File: config.mk
export PLATFORM = sky130hd
export DESIGN_NAME = trilinear_hex_jacobian_flat
export DESIGN_NICKNAME = d
export VERILOG_FILES = /design/src/design/thj_pkg.sv /design/src/design/thj_vertex_if.sv /design/src/design/thj_jacobian_if.sv /design/src/design/trilinear_hex_jacobian.sv /design/src/design/thj_seq.sv /design/src/design/thj_mac.sv /design/src/flat_wrapper.sv
export SDC_FILE = /design/constraint.sdc
export NUM_CORES = 2
export LEC_CHECK = 0
export ABC_AREA = 1
export BUFFER_PORTS_ARGS = -buffer_cell sky130_fd_sc_hd__buf_2
export CAP_MARGIN = 20
export CORE_MARGIN = 10
export CORE_UTILIZATION = 41
export DETAILED_ROUTE_END_ITERATION = 8
export SLEW_MARGIN = 40
export SYNTH_ARGS = -nofsm -noshare
export SYNTH_HDL_FRONTEND = slang
export SYNTH_SLANG_ARGS = --single-unit
File: constraint.sdc
create_clock -name clk -period 19.5 [get_ports clk]
set_input_delay 1.95 -clock clk [delete_from_list [all_inputs] [get_ports clk]]
set_output_delay 1.95 -clock clk [all_outputs]
set_load 0.1 [all_outputs]
File: src/design/thj_pkg.sv
// ----------------------------------------------------------------------------
// thj_pkg: shared definitions for the hexahedron Jacobian block
// Widths, corner sign table, sequencer step map and the control bundle.
// ----------------------------------------------------------------------------
package thj_pkg;

	localparam int VERTEX_COUNT = 8;
	localparam int VTX_W        = $clog2(VERTEX_COUNT);
	localparam int PT_W         = 16;
	localparam int COORD_W      = 32;
	localparam int FAC_W        = PT_W + 1;
	localparam int DER_W        = 33;
	localparam int PROD_W       = DER_W + COORD_W;
	localparam int FRAC_SHIFT   = 28;
	localparam int SUM_W        = 40;
	localparam int JAC_W        = 36;
	localparam int SCALE_SHIFT  = 3;
	localparam int N_TERMS      = 9;
	localparam int STEP_W       = 4;
	localparam int TIDX_W       = $clog2(N_TERMS);

	localparam logic signed [FAC_W-1:0] ONE_Q14 = 17'sd16384;

	// step map of one vertex
	localparam logic [STEP_W-1:0] STEP_TERM0 = 4'd3;  // first term multiply
	localparam logic [STEP_W-1:0] STEP_DWR0  = 4'd1;  // first derivative store
	localparam logic [STEP_W-1:0] STEP_DWR2  = 4'd3;  // last derivative store
	localparam logic [STEP_W-1:0] STEP_ACC0  = 4'd4;  // first accumulate
	localparam logic [STEP_W-1:0] STEP_LAST  = 4'd12; // last accumulate

	// corner signs, bit set = positive; bit 0 xi, bit 1 eta, bit 2 zeta
	localparam logic [2:0] CORNER_SIGN [VERTEX_COUNT] = '{
		3'b000, 3'b001, 3'b011, 3'b010, 3'b100, 3'b101, 3'b111, 3'b110
	};

	typedef logic signed [JAC_W-1:0] jac_t;

	typedef struct packed {
		logic              ready;
		logic              take;
		logic              latch_pt;
		logic [VTX_W-1:0]  corner;
		logic              mul_deriv;
		logic [TIDX_W-1:0] mul_idx;
		logic              d_wr;
		logic [1:0]        d_idx;
		logic              acc_wr;
		logic [TIDX_W-1:0] acc_idx;
		logic              acc_fresh;
		logic              load_out;
	} ctrl_t;

	// column (derivative direction) of a term index
	function automatic logic [1:0] term_col(input logic [TIDX_W-1:0] idx);
		logic [1:0] c;
		case (idx)
			4'd0, 4'd1, 4'd2: c = 2'd0;
			4'd3, 4'd4, 4'd5: c = 2'd1;
			4'd6, 4'd7, 4'd8: c = 2'd2;
			default:          c = 2'd0;
		endcase
		return c;
	endfunction

	// row (coordinate) of a term index
	function automatic logic [1:0] term_row(input logic [TIDX_W-1:0] idx);
		logic [1:0] r;
		case (idx)
			4'd0, 4'd3, 4'd6: r = 2'd0;
			4'd1, 4'd4, 4'd7: r = 2'd1;
			4'd2, 4'd5, 4'd8: r = 2'd2;
			default:          r = 2'd0;
		endcase
		return r;
	endfunction

endpackage

File: src/design/thj_vertex_if.sv
// ----------------------------------------------------------------------------
// thj_vertex_if: vertex input channel
// Valid/ready handshake carrying the reference point and one vertex.
// ----------------------------------------------------------------------------
interface thj_vertex_if;
	logic                                valid;
	logic                                ready;
	logic signed [thj_pkg::PT_W-1:0]     xi;
	logic signed [thj_pkg::PT_W-1:0]     eta;
	logic signed [thj_pkg::PT_W-1:0]     zeta;
	logic signed [thj_pkg::COORD_W-1:0]  vert_x;
	logic signed [thj_pkg::COORD_W-1:0]  vert_y;
	logic signed [thj_pkg::COORD_W-1:0]  vert_z;

	modport source (output valid, xi, eta, zeta, vert_x, vert_y, vert_z, input ready);
	modport sink   (input valid, xi, eta, zeta, vert_x, vert_y, vert_z, output ready);
endinterface

File: src/design/thj_jacobian_if.sv
// ----------------------------------------------------------------------------
// thj_jacobian_if: Jacobian result channel
// Valid/ready handshake carrying the nine matrix entries, Q20.16.
// ----------------------------------------------------------------------------
interface thj_jacobian_if;
	logic          valid;
	logic          ready;
	thj_pkg::jac_t dx_dxi;
	thj_pkg::jac_t dy_dxi;
	thj_pkg::jac_t dz_dxi;
	thj_pkg::jac_t dx_deta;
	thj_pkg::jac_t dy_deta;
	thj_pkg::jac_t dz_deta;
	thj_pkg::jac_t dx_dzeta;
	thj_pkg::jac_t dy_dzeta;
	thj_pkg::jac_t dz_dzeta;

	modport source (output valid, dx_dxi, dy_dxi, dz_dxi, dx_deta, dy_deta, dz_deta,
		dx_dzeta, dy_dzeta, dz_dzeta, input ready);
	modport sink   (input valid, dx_dxi, dy_dxi, dz_dxi, dx_deta, dy_deta, dz_deta,
		dx_dzeta, dy_dzeta, dz_dzeta, output ready);
endinterface

File: src/design/trilinear_hex_jacobian.sv
// ----------------------------------------------------------------------------
// trilinear_hex_jacobian: Jacobian of the trilinear hexahedron map
// Takes eight vertices per element and returns the 3x3 Jacobian, Q20.16.
// ----------------------------------------------------------------------------
//  channel  dir  payload                              transaction
//  vtx      in   xi eta zeta (Q1.14), vert_x/y/z      one vertex, corner order
//  jac      out  nine entries, 36 bit Q20.16          one matrix per element
//
//  Each vertex is accepted, then runs 13 steps of the one shared 33x32
//  multiplier (three derivative products, nine coordinate terms, one step to
//  drain into the accumulator bank). After the eighth vertex an emit state
//  loads the output register once no previous matrix is waiting. vtx.ready
//  is low during the steps. Reset clears the vertex counter and handshake
//  state; the point is taken again from vertex zero.
// ----------------------------------------------------------------------------
module trilinear_hex_jacobian (
	input  logic                  clk,
	input  logic                  arst_n,
	thj_vertex_if.sink            vtx,
	thj_jacobian_if.source        jac
);

	thj_pkg::ctrl_t ctrl;
	thj_pkg::jac_t  sums  [thj_pkg::N_TERMS];
	thj_pkg::jac_t  jac_q [thj_pkg::N_TERMS];
	logic           out_valid_q;
	logic           out_stall;

	assign out_stall = out_valid_q && !jac.ready;

	thj_seq u_seq (
		.clk       (clk),
		.arst_n    (arst_n),
		.in_valid  (vtx.valid),
		.out_stall (out_stall),
		.ctrl      (ctrl)
	);

	thj_mac u_mac (
		.clk    (clk),
		.ctrl   (ctrl),
		.xi     (vtx.xi),
		.eta    (vtx.eta),
		.zeta   (vtx.zeta),
		.vert_x (vtx.vert_x),
		.vert_y (vtx.vert_y),
		.vert_z (vtx.vert_z),
		.jac    (sums)
	);

	assign vtx.ready = ctrl.ready;

	always_ff @(posedge clk or negedge arst_n) begin
		if (!arst_n)
			out_valid_q <= 1'b0;
		else if (ctrl.load_out)
			out_valid_q <= 1'b1;
		else if (jac.ready)
			out_valid_q <= 1'b0;
	end

	always_ff @(posedge clk) begin
		if (ctrl.load_out)
			jac_q <= sums;
	end

	assign jac.valid    = out_valid_q;
	assign jac.dx_dxi   = jac_q[0];
	assign jac.dy_dxi   = jac_q[1];
	assign jac.dz_dxi   = jac_q[2];
	assign jac.dx_deta  = jac_q[3];
	assign jac.dy_deta  = jac_q[4];
	assign jac.dz_deta  = jac_q[5];
	assign jac.dx_dzeta = jac_q[6];
	assign jac.dy_dzeta = jac_q[7];
	assign jac.dz_dzeta = jac_q[8];

`ifndef SYNTH
	// never overwrite a matrix that is still waiting
	a_no_overwrite: assert property (@(posedge clk) disable iff (!arst_n)
		ctrl.load_out |-> !out_stall)
		else $error("result overwritten while stalled");

	// a loaded matrix is offered on the next cycle
	a_load_valid: assert property (@(posedge clk) disable iff (!arst_n)
		ctrl.load_out |=> jac.valid)
		else $error("loaded result not presented");

	// no new vertex while the datapath is busy with the last one
	a_busy_after_take: assert property (@(posedge clk) disable iff (!arst_n)
		(vtx.valid && vtx.ready) |=> !vtx.ready)
		else $error("vertex accepted during processing");

	// accumulation and derivative stores happen only while not ready
	a_acc_busy: assert property (@(posedge clk) disable iff (!arst_n)
		(ctrl.acc_wr || ctrl.d_wr) |-> !vtx.ready)
		else $error("datapath write while idle");
`endif

endmodule

File: src/design/thj_seq.sv
// ----------------------------------------------------------------------------
// thj_seq: vertex sequencer
// Steps the shared multiplier through three derivative products and nine
// coordinate terms per vertex, tracks the corner and triggers the result.
// ----------------------------------------------------------------------------
module thj_seq (
	input  logic           clk,
	input  logic           arst_n,
	input  logic           in_valid,
	input  logic           out_stall,
	output thj_pkg::ctrl_t ctrl
);

	localparam logic [1:0] ST_IDLE = 2'd0;
	localparam logic [1:0] ST_RUN  = 2'd1;
	localparam logic [1:0] ST_EMIT = 2'd2;

	logic [1:0]                  state_q;
	logic [thj_pkg::STEP_W-1:0]  step_q;
	logic [thj_pkg::VTX_W-1:0]   vcnt_q;
	logic                        run;

	assign run = (state_q == ST_RUN);

	always_comb begin
		ctrl           = '0;
		ctrl.ready     = (state_q == ST_IDLE);
		ctrl.take      = ctrl.ready && in_valid;
		ctrl.latch_pt  = ctrl.take && (vcnt_q == '0);
		ctrl.corner    = vcnt_q;
		ctrl.mul_deriv = (step_q < thj_pkg::STEP_TERM0);
		ctrl.mul_idx   = ctrl.mul_deriv ? step_q : (step_q - thj_pkg::STEP_TERM0);
		ctrl.d_wr      = run && (step_q >= thj_pkg::STEP_DWR0)
			&& (step_q <= thj_pkg::STEP_DWR2);
		ctrl.d_idx     = 2'(step_q - thj_pkg::STEP_DWR0);
		ctrl.acc_wr    = run && (step_q >= thj_pkg::STEP_ACC0);
		ctrl.acc_idx   = step_q - thj_pkg::STEP_ACC0;
		ctrl.acc_fresh = (vcnt_q == '0);
		ctrl.load_out  = (state_q == ST_EMIT) && !out_stall;
	end

	always_ff @(posedge clk or negedge arst_n) begin
		if (!arst_n) begin
			state_q <= ST_IDLE;
			step_q  <= '0;
			vcnt_q  <= '0;
		end else begin
			case (state_q)
				ST_IDLE: begin
					if (ctrl.take) begin
						state_q <= ST_RUN;
						step_q  <= '0;
					end
				end
				ST_RUN: begin
					step_q <= step_q + 1'b1;
					if (step_q == thj_pkg::STEP_LAST) begin
						// last vertex goes on to hand off the matrix
						state_q <= (vcnt_q == thj_pkg::VTX_W'(thj_pkg::VERTEX_COUNT - 1))
							? ST_EMIT : ST_IDLE;
						vcnt_q  <= vcnt_q + 1'b1;
					end
				end
				ST_EMIT: begin
					if (ctrl.load_out)
						state_q <= ST_IDLE;
				end
				default: state_q <= ST_IDLE;
			endcase
		end
	end

endmodule

File: src/design/thj_mac.sv
// ----------------------------------------------------------------------------
// thj_mac: shared multiply-accumulate datapath
// Holds the reference point and vertex, forms the shape-function derivatives
// and accumulates the nine Jacobian sums through one multiplier.
// ----------------------------------------------------------------------------
module thj_mac (
	input  logic                               clk,
	input  thj_pkg::ctrl_t                     ctrl,
	input  logic signed [thj_pkg::PT_W-1:0]    xi,
	input  logic signed [thj_pkg::PT_W-1:0]    eta,
	input  logic signed [thj_pkg::PT_W-1:0]    zeta,
	input  logic signed [thj_pkg::COORD_W-1:0] vert_x,
	input  logic signed [thj_pkg::COORD_W-1:0] vert_y,
	input  logic signed [thj_pkg::COORD_W-1:0] vert_z,
	output thj_pkg::jac_t                      jac [thj_pkg::N_TERMS]
);

	logic signed [thj_pkg::PT_W-1:0]    pt_q  [3];
	logic signed [thj_pkg::COORD_W-1:0] v_q   [3];
	logic signed [thj_pkg::DER_W-1:0]   d_q   [3];
	logic signed [thj_pkg::SUM_W-1:0]   sum_q [thj_pkg::N_TERMS];
	logic signed [thj_pkg::FAC_W-1:0]   fac   [3];
	logic signed [thj_pkg::FAC_W-1:0]   fneg  [3];
	logic [2:0]                         sgn;
	logic signed [thj_pkg::DER_W-1:0]   mul_a;
	logic signed [thj_pkg::COORD_W-1:0] mul_b;
	logic signed [thj_pkg::PROD_W-1:0]  prod_s1;
	logic signed [thj_pkg::SUM_W-1:0]   term;
	logic signed [thj_pkg::SUM_W-1:0]   acc_base;

	assign sgn = thj_pkg::CORNER_SIGN[ctrl.corner];

	always_comb begin
		for (int i = 0; i < 3; i++) begin
			fac[i]  = sgn[i] ? (thj_pkg::ONE_Q14 + thj_pkg::FAC_W'(pt_q[i]))
				: (thj_pkg::ONE_Q14 - thj_pkg::FAC_W'(pt_q[i]));
			fneg[i] = -fac[i];
		end
	end

	// operand select: derivative products first, then coordinate terms
	always_comb begin
		if (ctrl.mul_deriv) begin
			case (ctrl.mul_idx)
				4'd0: begin
					mul_a = thj_pkg::DER_W'(fac[1]);
					mul_b = thj_pkg::COORD_W'(sgn[0] ? fac[2] : fneg[2]);
				end
				4'd1: begin
					mul_a = thj_pkg::DER_W'(fac[0]);
					mul_b = thj_pkg::COORD_W'(sgn[1] ? fac[2] : fneg[2]);
				end
				default: begin
					mul_a = thj_pkg::DER_W'(fac[0]);
					mul_b = thj_pkg::COORD_W'(sgn[2] ? fac[1] : fneg[1]);
				end
			endcase
		end else begin
			mul_a = d_q[thj_pkg::term_col(ctrl.mul_idx)];
			mul_b = v_q[thj_pkg::term_row(ctrl.mul_idx)];
		end
	end

	always_ff @(posedge clk) begin
		prod_s1 <= mul_a * mul_b;
	end

	always_ff @(posedge clk) begin
		if (ctrl.latch_pt) begin
			pt_q[0] <= xi;
			pt_q[1] <= eta;
			pt_q[2] <= zeta;
		end
		if (ctrl.take) begin
			v_q[0] <= vert_x;
			v_q[1] <= vert_y;
			v_q[2] <= vert_z;
		end
	end

	always_ff @(posedge clk) begin
		if (ctrl.d_wr)
			d_q[ctrl.d_idx] <= prod_s1[thj_pkg::DER_W-1:0];
	end

	// floor of the product by 2^28, sign-extended to the sum width
	assign term = {{(thj_pkg::SUM_W - thj_pkg::PROD_W + thj_pkg::FRAC_SHIFT)
		{prod_s1[thj_pkg::PROD_W-1]}}, prod_s1[thj_pkg::PROD_W-1:thj_pkg::FRAC_SHIFT]};

	// vertex zero starts every sum afresh
	assign acc_base = ctrl.acc_fresh ? '0 : sum_q[ctrl.acc_idx];

	always_ff @(posedge clk) begin
		if (ctrl.acc_wr)
			sum_q[ctrl.acc_idx] <= acc_base + term;
	end

	always_comb begin
		for (int i = 0; i < thj_pkg::N_TERMS; i++)
			jac[i] = sum_q[i][thj_pkg::JAC_W+thj_pkg::SCALE_SHIFT-1:thj_pkg::SCALE_SHIFT];
	end

endmodule
File: src/flat_wrapper.sv
// flat-port wrapper written by rule: the top's interface ports become plain ports
module trilinear_hex_jacobian_flat 
  (clk, arst_n, vtx_valid, vtx_xi, vtx_eta, vtx_zeta, vtx_vert_x, vtx_vert_y, vtx_vert_z, vtx_ready, jac_valid, jac_dx_dxi, jac_dy_dxi, jac_dz_dxi, jac_dx_deta, jac_dy_deta, jac_dz_deta, jac_dx_dzeta, jac_dy_dzeta, jac_dz_dzeta, jac_ready);
  thj_vertex_if vtx_i ();
  thj_jacobian_if jac_i ();
  input  logic clk;
  input  logic arst_n;
  input wire logic [$bits(vtx_i.valid)-1:0] vtx_valid;
  input wire logic [$bits(vtx_i.xi)-1:0] vtx_xi;
  input wire logic [$bits(vtx_i.eta)-1:0] vtx_eta;
  input wire logic [$bits(vtx_i.zeta)-1:0] vtx_zeta;
  input wire logic [$bits(vtx_i.vert_x)-1:0] vtx_vert_x;
  input wire logic [$bits(vtx_i.vert_y)-1:0] vtx_vert_y;
  input wire logic [$bits(vtx_i.vert_z)-1:0] vtx_vert_z;
  output wire logic [$bits(vtx_i.ready)-1:0] vtx_ready;
  output wire logic [$bits(jac_i.valid)-1:0] jac_valid;
  output wire logic [$bits(jac_i.dx_dxi)-1:0] jac_dx_dxi;
  output wire logic [$bits(jac_i.dy_dxi)-1:0] jac_dy_dxi;
  output wire logic [$bits(jac_i.dz_dxi)-1:0] jac_dz_dxi;
  output wire logic [$bits(jac_i.dx_deta)-1:0] jac_dx_deta;
  output wire logic [$bits(jac_i.dy_deta)-1:0] jac_dy_deta;
  output wire logic [$bits(jac_i.dz_deta)-1:0] jac_dz_deta;
  output wire logic [$bits(jac_i.dx_dzeta)-1:0] jac_dx_dzeta;
  output wire logic [$bits(jac_i.dy_dzeta)-1:0] jac_dy_dzeta;
  output wire logic [$bits(jac_i.dz_dzeta)-1:0] jac_dz_dzeta;
  input wire logic [$bits(jac_i.ready)-1:0] jac_ready;
  assign vtx_i.valid = vtx_valid;
  assign vtx_i.xi = vtx_xi;
  assign vtx_i.eta = vtx_eta;
  assign vtx_i.zeta = vtx_zeta;
  assign vtx_i.vert_x = vtx_vert_x;
  assign vtx_i.vert_y = vtx_vert_y;
  assign vtx_i.vert_z = vtx_vert_z;
  assign vtx_ready = vtx_i.ready;
  assign jac_valid = jac_i.valid;
  assign jac_dx_dxi = jac_i.dx_dxi;
  assign jac_dy_dxi = jac_i.dy_dxi;
  assign jac_dz_dxi = jac_i.dz_dxi;
  assign jac_dx_deta = jac_i.dx_deta;
  assign jac_dy_deta = jac_i.dy_deta;
  assign jac_dz_deta = jac_i.dz_deta;
  assign jac_dx_dzeta = jac_i.dx_dzeta;
  assign jac_dy_dzeta = jac_i.dy_dzeta;
  assign jac_dz_dzeta = jac_i.dz_dzeta;
  assign jac_i.ready = jac_ready;
  trilinear_hex_jacobian u_core (.clk(clk), .arst_n(arst_n), .vtx(vtx_i), .jac(jac_i));
endmodule
# [Word level (Yosys, flattened, before mapping)]
# Memory sizes are Yosys's and may differ from the RTL's. A register that Yosys moved wholly into a read port is not among the register bits.
# Cells that the tools add are included.
[word_totals] mem_count=7 mem_bits_rw=603 reg_bits=75 wordCells=91 mem_bits_ro=88
[classes] order_cmp=5 muxes=33 reduce_logical=17 mul=1 n_addsub=14 n_bitwise=1 eq_ne=8
[mem_list] memory="u_core.u_mac.sum_q" words=9 word_bits=40 read_ports=10 rd_ports_with_merged_regs=9 wr=1 line="thj_mac.sv:21" text="logic signed [thj_pkg::SUM_W-1:0] sum_q [thj_pkg::N_TERMS];"
[mem_list] memory="u_core.u_mac.d_q" words=3 word_bits=33 read_ports=1 rd_ports_with_merged_regs=0 wr=1 line="thj_mac.sv:20" text="logic signed [thj_pkg::DER_W-1:0] d_q [3];"
[mem_list] memory="u_core.u_mac.v_q" words=3 word_bits=32 read_ports=1 rd_ports_with_merged_regs=0 wr=3 line="thj_mac.sv:19" text="logic signed [thj_pkg::COORD_W-1:0] v_q [3];"
[mem_list] memory="u_core.u_mac.pt_q" words=3 word_bits=16 read_ports=3 rd_ports_with_merged_regs=0 wr=3 line="thj_mac.sv:18" text="logic signed [thj_pkg::PT_W-1:0] pt_q [3];"
[mem_list] memory="(no name shown)" words=16 word_bits=2 read_ports=1 rd_ports_with_merged_regs=0 wr=0 line="thj_pkg.sv:56" text="case (idx)"
[mem_list] memory="(no name shown)" words=16 word_bits=2 read_ports=1 rd_ports_with_merged_regs=0 wr=0 line="thj_pkg.sv:68" text="case (idx)"
[mem_list] memory="+1 memories"
[op_table] cell="$mux W32" n=4
[op_table] cell="$mux W33" n=2
[op_table] cell="$mul A33 B32 Y65" n=1
[op_table] cell="$pmux W32 S2" n=1
[op_table] cell="$add A16 B16 Y17 const A" n=3
[op_table] cell="$mux W17" n=3
[op_table] cell="$sub A16 B16 Y17 const A" n=3
[op_table] cell="$add A40 B37 Y40" n=1
[op_table] cell="$mux W40" n=1
[op_table] cell="$neg A17 Y17" n=2
[op_table] cell="$mux W2" n=6
[op_table] cell="$mux W1" n=10
[op_table] cell="$mux W4" n=2
[op_table] cell="$pmux W4 S2" n=1
[op_table] cell="$logic_and A1 B1 Y1" n=7
[op_table] cell="$mux W3" n=2
[op_table] cell="$ne A2 B1 Y1 const B" n=3
[op_table] cell="$pmux W2 S3" n=1
[op_table] cell="$add A4 B1 Y4 const B" n=1
[op_table] cell="$eq A4 B1 Y1 const B" n=1
[op_table] cell="$eq A4 B4 Y1 const B" n=1
[op_table] cell="$ge A4 B1 Y1 const B" n=1
[op_table] cell="$ge A4 B3 Y1 const B" n=1
[op_table] cell="$ge A4 B4 Y1 const B" n=1
[op_table] cell="17 further kinds" n=20

# [Depth between registers and ports, before layout]
[logic_depth] ltp_word=10 depth_mapped=55 mapped_depth_nobuf=50

# [By module]
# From an unflattened synthesis, not the netlist that was laid out.
[unflattened] hier_cells=8016 hier_area_um2=88651.3
[modules_own_cells] module="thj_mac" instances=1 cells_each=7594 area_each_um2=78187.5
[modules_own_cells] module="trilinear_hex_jacobian" instances=1 cells_each=330 area_each_um2=9775.6
[modules_own_cells] module="thj_seq" instances=1 cells_each=92 area_each_um2=688.2

# [Least setup slack after synthesis]
# No wires, ideal clock.
[synth_timing] path_kind="input to register" startpoint="input port jac_ready" endpoint="register u_core.jac_q, in the netlist jac_dx_deta[0] (read register of u_core.u_mac.sum_q), enable pin" path_slack_ps=3110 required_ps=18479 arrival_time_ps=15369 cell_stages=2 n_path_buf=0 setup_time_ps=1021 path_cell_list="nor2_1 > nor2_1"
[synth_lines] element="start, declared" line="flat_wrapper.sv:26" text="input wire logic [$bits(jac_i.ready)-1:0] jac_ready;"
[synth_lines] element="end, declared" line="trilinear_hex_jacobian.sv:25" text="thj_pkg::jac_t jac_q [thj_pkg::N_TERMS];"

# [Final worst setup path]
[layout_timing] startpoint="register u_core.u_seq.step_q[1] (netlist name)" endpoint="register u_core.u_mac.prod_s1[63] (netlist name)"
[layout_between] elab_chain_len=7 word_cells_on_any_way=16 cone_classes="add/sub (1); mul (1); order compare (1); eq/ne (1); mux (7); reduce/logical (1); memory (4)"
[layout_rtl] element="start, declared" line="thj_seq.sv:19" text="logic [thj_pkg::STEP_W-1:0] step_q;"
[layout_rtl] element="start signal, assigned" line="thj_seq.sv:56" text="step_q <= step_q + 1'b1;"
[layout_rtl] element="$sub A4 B2 Y4 / $lt A4 B2 Y1 (equally long branches)" line="thj_seq.sv:32, thj_seq.sv:31"
[layout_rtl] element="$mux W4" line="thj_seq.sv:32" text="ctrl.mul_idx = ctrl.mul_deriv ? step_q : (step_q - thj_pkg::STEP_TERM0);"
[layout_rtl] element="$mem_v2 Z16 W2, on equally long branches"
[layout_rtl] element="$mux W2" line="thj_mac.sv:43" text="if (ctrl.mul_deriv) begin"
[layout_rtl] element="$mem_v2 Z3 W33 / $mem_v2 Z3 W32 (equally long branches)"
[layout_rtl] element="$mux W33 / $mux W32 (equally long branches)" line="thj_mac.sv:43"
[layout_rtl] element="$mul A33 B32 Y65 *" line="thj_mac.sv:65" text="prod_s1 <= mul_a * mul_b;"
[layout_rtl] element="end signal, assigned" line="thj_mac.sv:65"
[layout_rtl] element="end, declared" line="thj_mac.sv:27" text="logic signed [thj_pkg::PROD_W-1:0] prod_s1;"
# Mark *: on every way between the ends. The rest lies on a longest branch, timed or not. The select of a mux whose other input is x is not followed.
# A chain may end at the register's enable or synchronous reset.

==> flow_metrics.py <==
metrics = {
    "sta": {
        "finalSetupViolations": 0,
        "maxSlewViolCount": 0,
        "max_freq_mhz": 76.7,
        "period_needed_ns": 13.04,
        "finalClockSkew_ns": 0.0451,
        "tightest_slew_ns": 0.974,
        "setup_slack_ns": 6.46,
        "finalCritPeriodShare_pct": 66.9,
        "hold_viol_final": 0,
        "max-slew-margin-rel_pct": 35.0,
        "rsz0062_at_grt": "no",
        "fin_tns_setup_ns": 0,
    },
    "logic_synthesis": {
        "synth_top_cell_by_area": "edfxtp_1",
        "synth_seq_cells": 1266,
        "synth.distinct_cells": 65,
        "avgSynthCellArea_um2": 10.8,
        "ys_warn_count": 0,
        "synth_top_area_share_pct": 40.8,
        "synth_edf_count": 1191,
        "syn_area_um2": 87600,
        "ys_seq_area_share_pct": 42.6,
        "synthArstFlopShare_pct": 0.790,
        "synth_area_leaders": "edfxtp_1, fa_1, inv_1, nor2_1, ha_1",
        "ys_dominant_reg_cell": "edfxtp_1",
        "syn_nets": 9607,
        "synth_cells": 8091,
    },
    "clock_tree": {
        "cts_setup_buffers": 0,
        "cts_max_level": 4,
        "cts_buffer_depth": 3,
        "postCtsHoldBufs": 0,
        "cts_resized": 0,
        "clk-insertion-delay-late_ns": 0.79,
        "cts_tree": "built",
        "cts_made_buffers": 133,
        "cts_root_buffer": "clkbuf_16",
        "clock-sinks": 1266,
        "path_clk_slew_ns": 0.06,
    },
    "route": {
        "drc": 0,
        "vias": 62400,
        "avgViaCountPerCell": 5.48,
        "wire_per_inst_um": 25.4,
        "drt_wl_total_um": 289000,
        "drtAntennaViolNets": 0,
        "firstDrtPassIters": 6,
        "drt_iter0_drc": 6816,
    },
    "setup_path": {
        "max_stage_delay_ns": 0.93,
        "slowest_stage": "fa_1",
        "crit_path_max_fanout": 54,
        "critPathKind": "flip-flop to flip-flop",
        "required_ns": 20.14,
        "end_kind": "flip-flop",
        "critPathLaunchType": "flip-flop",
        "path_common_cell": "fa_1",
        "crit_arrival_ns": 13.68,
    },
    "floorplan": {
        "start_util_pct": 41.3,
        "die_h_um": 482,
        "core-area_um2": 212000,
        "rows": 169,
        "dieArea_um2": 233000,
        "ioPinCount": 474,
        "die_x_um": 482,
    },
    "global_route": {
        "grt_pass1_vias": 64400,
        "grt_usage_pct": 24.6,
        "grt_pass1_wl_um": 426000,
        "overflow": 0,
        "antenna_found_initial": 2,
        "grt_max_degree": 195,
    },
    "placed_design": {
        "io_buffers": 473,
        "pre_cts_ws_ns": 6.43,
        "dpl.cell_count": 11100,
        "hpwl_um": 210000,
        "gp_congestion": 1.01,
    },
    "status": {
        "status": "finished, final reports clean",
    },
    "final_layout": {
        "area_growth_pct": 11.6,
        "seq_area_um2": 37300,
        "multi_input_area_um2": 43600,
        "final_cells": 11400,
        "fin_util_pct": 46.1,
        "fillers": 19700,
        "drive_gt1_share_pct": 11.3,
        "nNetsFinal": 9980,
    },
    "min_path": {
        "hold_path.class": "flip-flop to flip-flop",
    },
    "job": {
        "maxCapViolations": 0,
    },
}
## worst max-delay path: cells and delay by family, from the launching register on
family                     cells  cell delay [ns]
AOI/OAI and AO/OA              8             1.38
adders and majority gates     10             5.44
buffers and inverters         12             2.36
DFF                            1             0.78
xor gates and xnor gates       2             0.49
and+or+nand+nor                9             2.32
## cells in the mapped netlist (all sizes together), types with 4 or more instances
cell type and number:
a211oi 5, a21boi 6, a21o 19, a21oi 254, a31oi 29, a32oi 4
buf 213, clkbuf 171, dfrtp 10, dfxtp 65, edfxtp 1191, fa 1114
ha 254, inv 1411, nand2 855, nand3 464, nand3b 8, nand4 24
nor2 1046, nor3 21, nor4 5, o2111ai 4, o211ai 68, o21a 10
o21ai 476, o21bai 35, o221ai 105, o22ai 60, or2 11, xnor2 50
xor2 85
## layer usage
metal,up-vias,routed length [um],track usage [%]
li1,26900,-,-
met1,31400,116000,33.0
met2,3447,128000,38.3
met3,588,33300,7.01
met4,2,11700,8.70
met5,-,13,0
## final timing paths
check / start / endpoint / slack [ns] / depth (start not counted)
max in group asynchronous: arst_n / u_core.u_seq.step_q[2]$_DFFE_PN0P_ / 18.23 / 1
min reg2reg: u_core.u_mac.sum_q[4][22]$_DFFE_PP_ / jac_dy_deta[19]$_DFFE_PP_ / 0.43 / 0
max: u_core.u_seq.step_q[1]$_DFFE_PN0P_ / u_core.u_mac.prod_s1[63]$_DFF_P_ / 6.46 / 41
max reg2reg: u_core.u_seq.step_q[1]$_DFFE_PN0P_ / u_core.u_mac.prod_s1[63]$_DFF_P_ / 6.46 / 41
min in group asynchronous: arst_n / u_core.u_seq.step_q[1]$_DFFE_PN0P_ / 1.04 / 1
min: u_core.u_mac.sum_q[4][22]$_DFFE_PP_ / jac_dy_deta[19]$_DFFE_PP_ / 0.43 / 0
## cells by family after synthesis
kind of cell	synth area share, %
adders and majority gates	29.1
buffers and inverters	8.06
DFF	42.6
and+or+nand+nor	11.5
AOI/OAI and AO/OA	7.41
xor gates and xnor gates	1.37
## final cells by class
cell class,count,area share [%]
Sequential cell,1266,38.2
Clock inverter,78,0.880
Timing Repair Buffer,622,3.78
Inverter,1414,5.44
Antenna cell,1,0.00256
Clock buffer,163,3.55
Tap cell,2821,3.61
Multi-Input combinational cell,5027,44.6
## per-stage QoR
stage | area (um2) | hold slack, ns
4_1_cts | 97700 | 0.425
2_1_floorplan | 87600 | 0.421
6_report | 97800 | 0.428
5_1_grt | 97800 | 0.436
3_5_place_dp | 93400 | 0.427
3_3_place_gp | 93100 | 0.424
## state kept, by name (all words and copies together), names as in the netlist, 48 cells and up
register and flops:
u_core.u_mac.pt_q 48, u_core.u_mac.v_q 96, u_core.u_mac.d_q 99, u_core.u_mac.sum_q 624, u_core.u_mac.prod_s1 65
## placed cells by master (no fill, tap or decap), drive strengths merged, types with 2 or more instances in the layout
| master | n |
|---|---|
| o22ai | 60 |
| o31ai | 3 |
| ha | 254 |
| xor2 | 85 |
| nor3 | 21 |
| and2 | 2 |
| xnor2 | 50 |
| a21oi | 254 |
| clkbuf | 163 |
| edfxtp | 1191 |
| o21bai | 35 |
| nand4 | 24 |
| fa | 1114 |
| clkinvlp | 3 |
| a21o | 19 |
| nand3 | 464 |
| o221ai | 105 |
| clkinv | 63 |
| o21ai | 476 |
| a21boi | 6 |
| and3 | 3 |
| o211ai | 68 |
| buf | 622 |
| nor4 | 5 |
| o21a | 10 |
| a32oi | 4 |
| a211oi | 5 |
| a221oi | 2 |
| dfrtp | 10 |
| dfxtp | 65 |
| nor2 | 1046 |
| o2111ai | 4 |
| nand2 | 855 |
| inv | 1417 |
| or2 | 11 |
| nand3b | 8 |
| a31oi | 29 |
| bufinv | 9 |
Power is not shown: default switching activity piles up to over one toggle a cycle in this logic, so the estimate is an artifact.
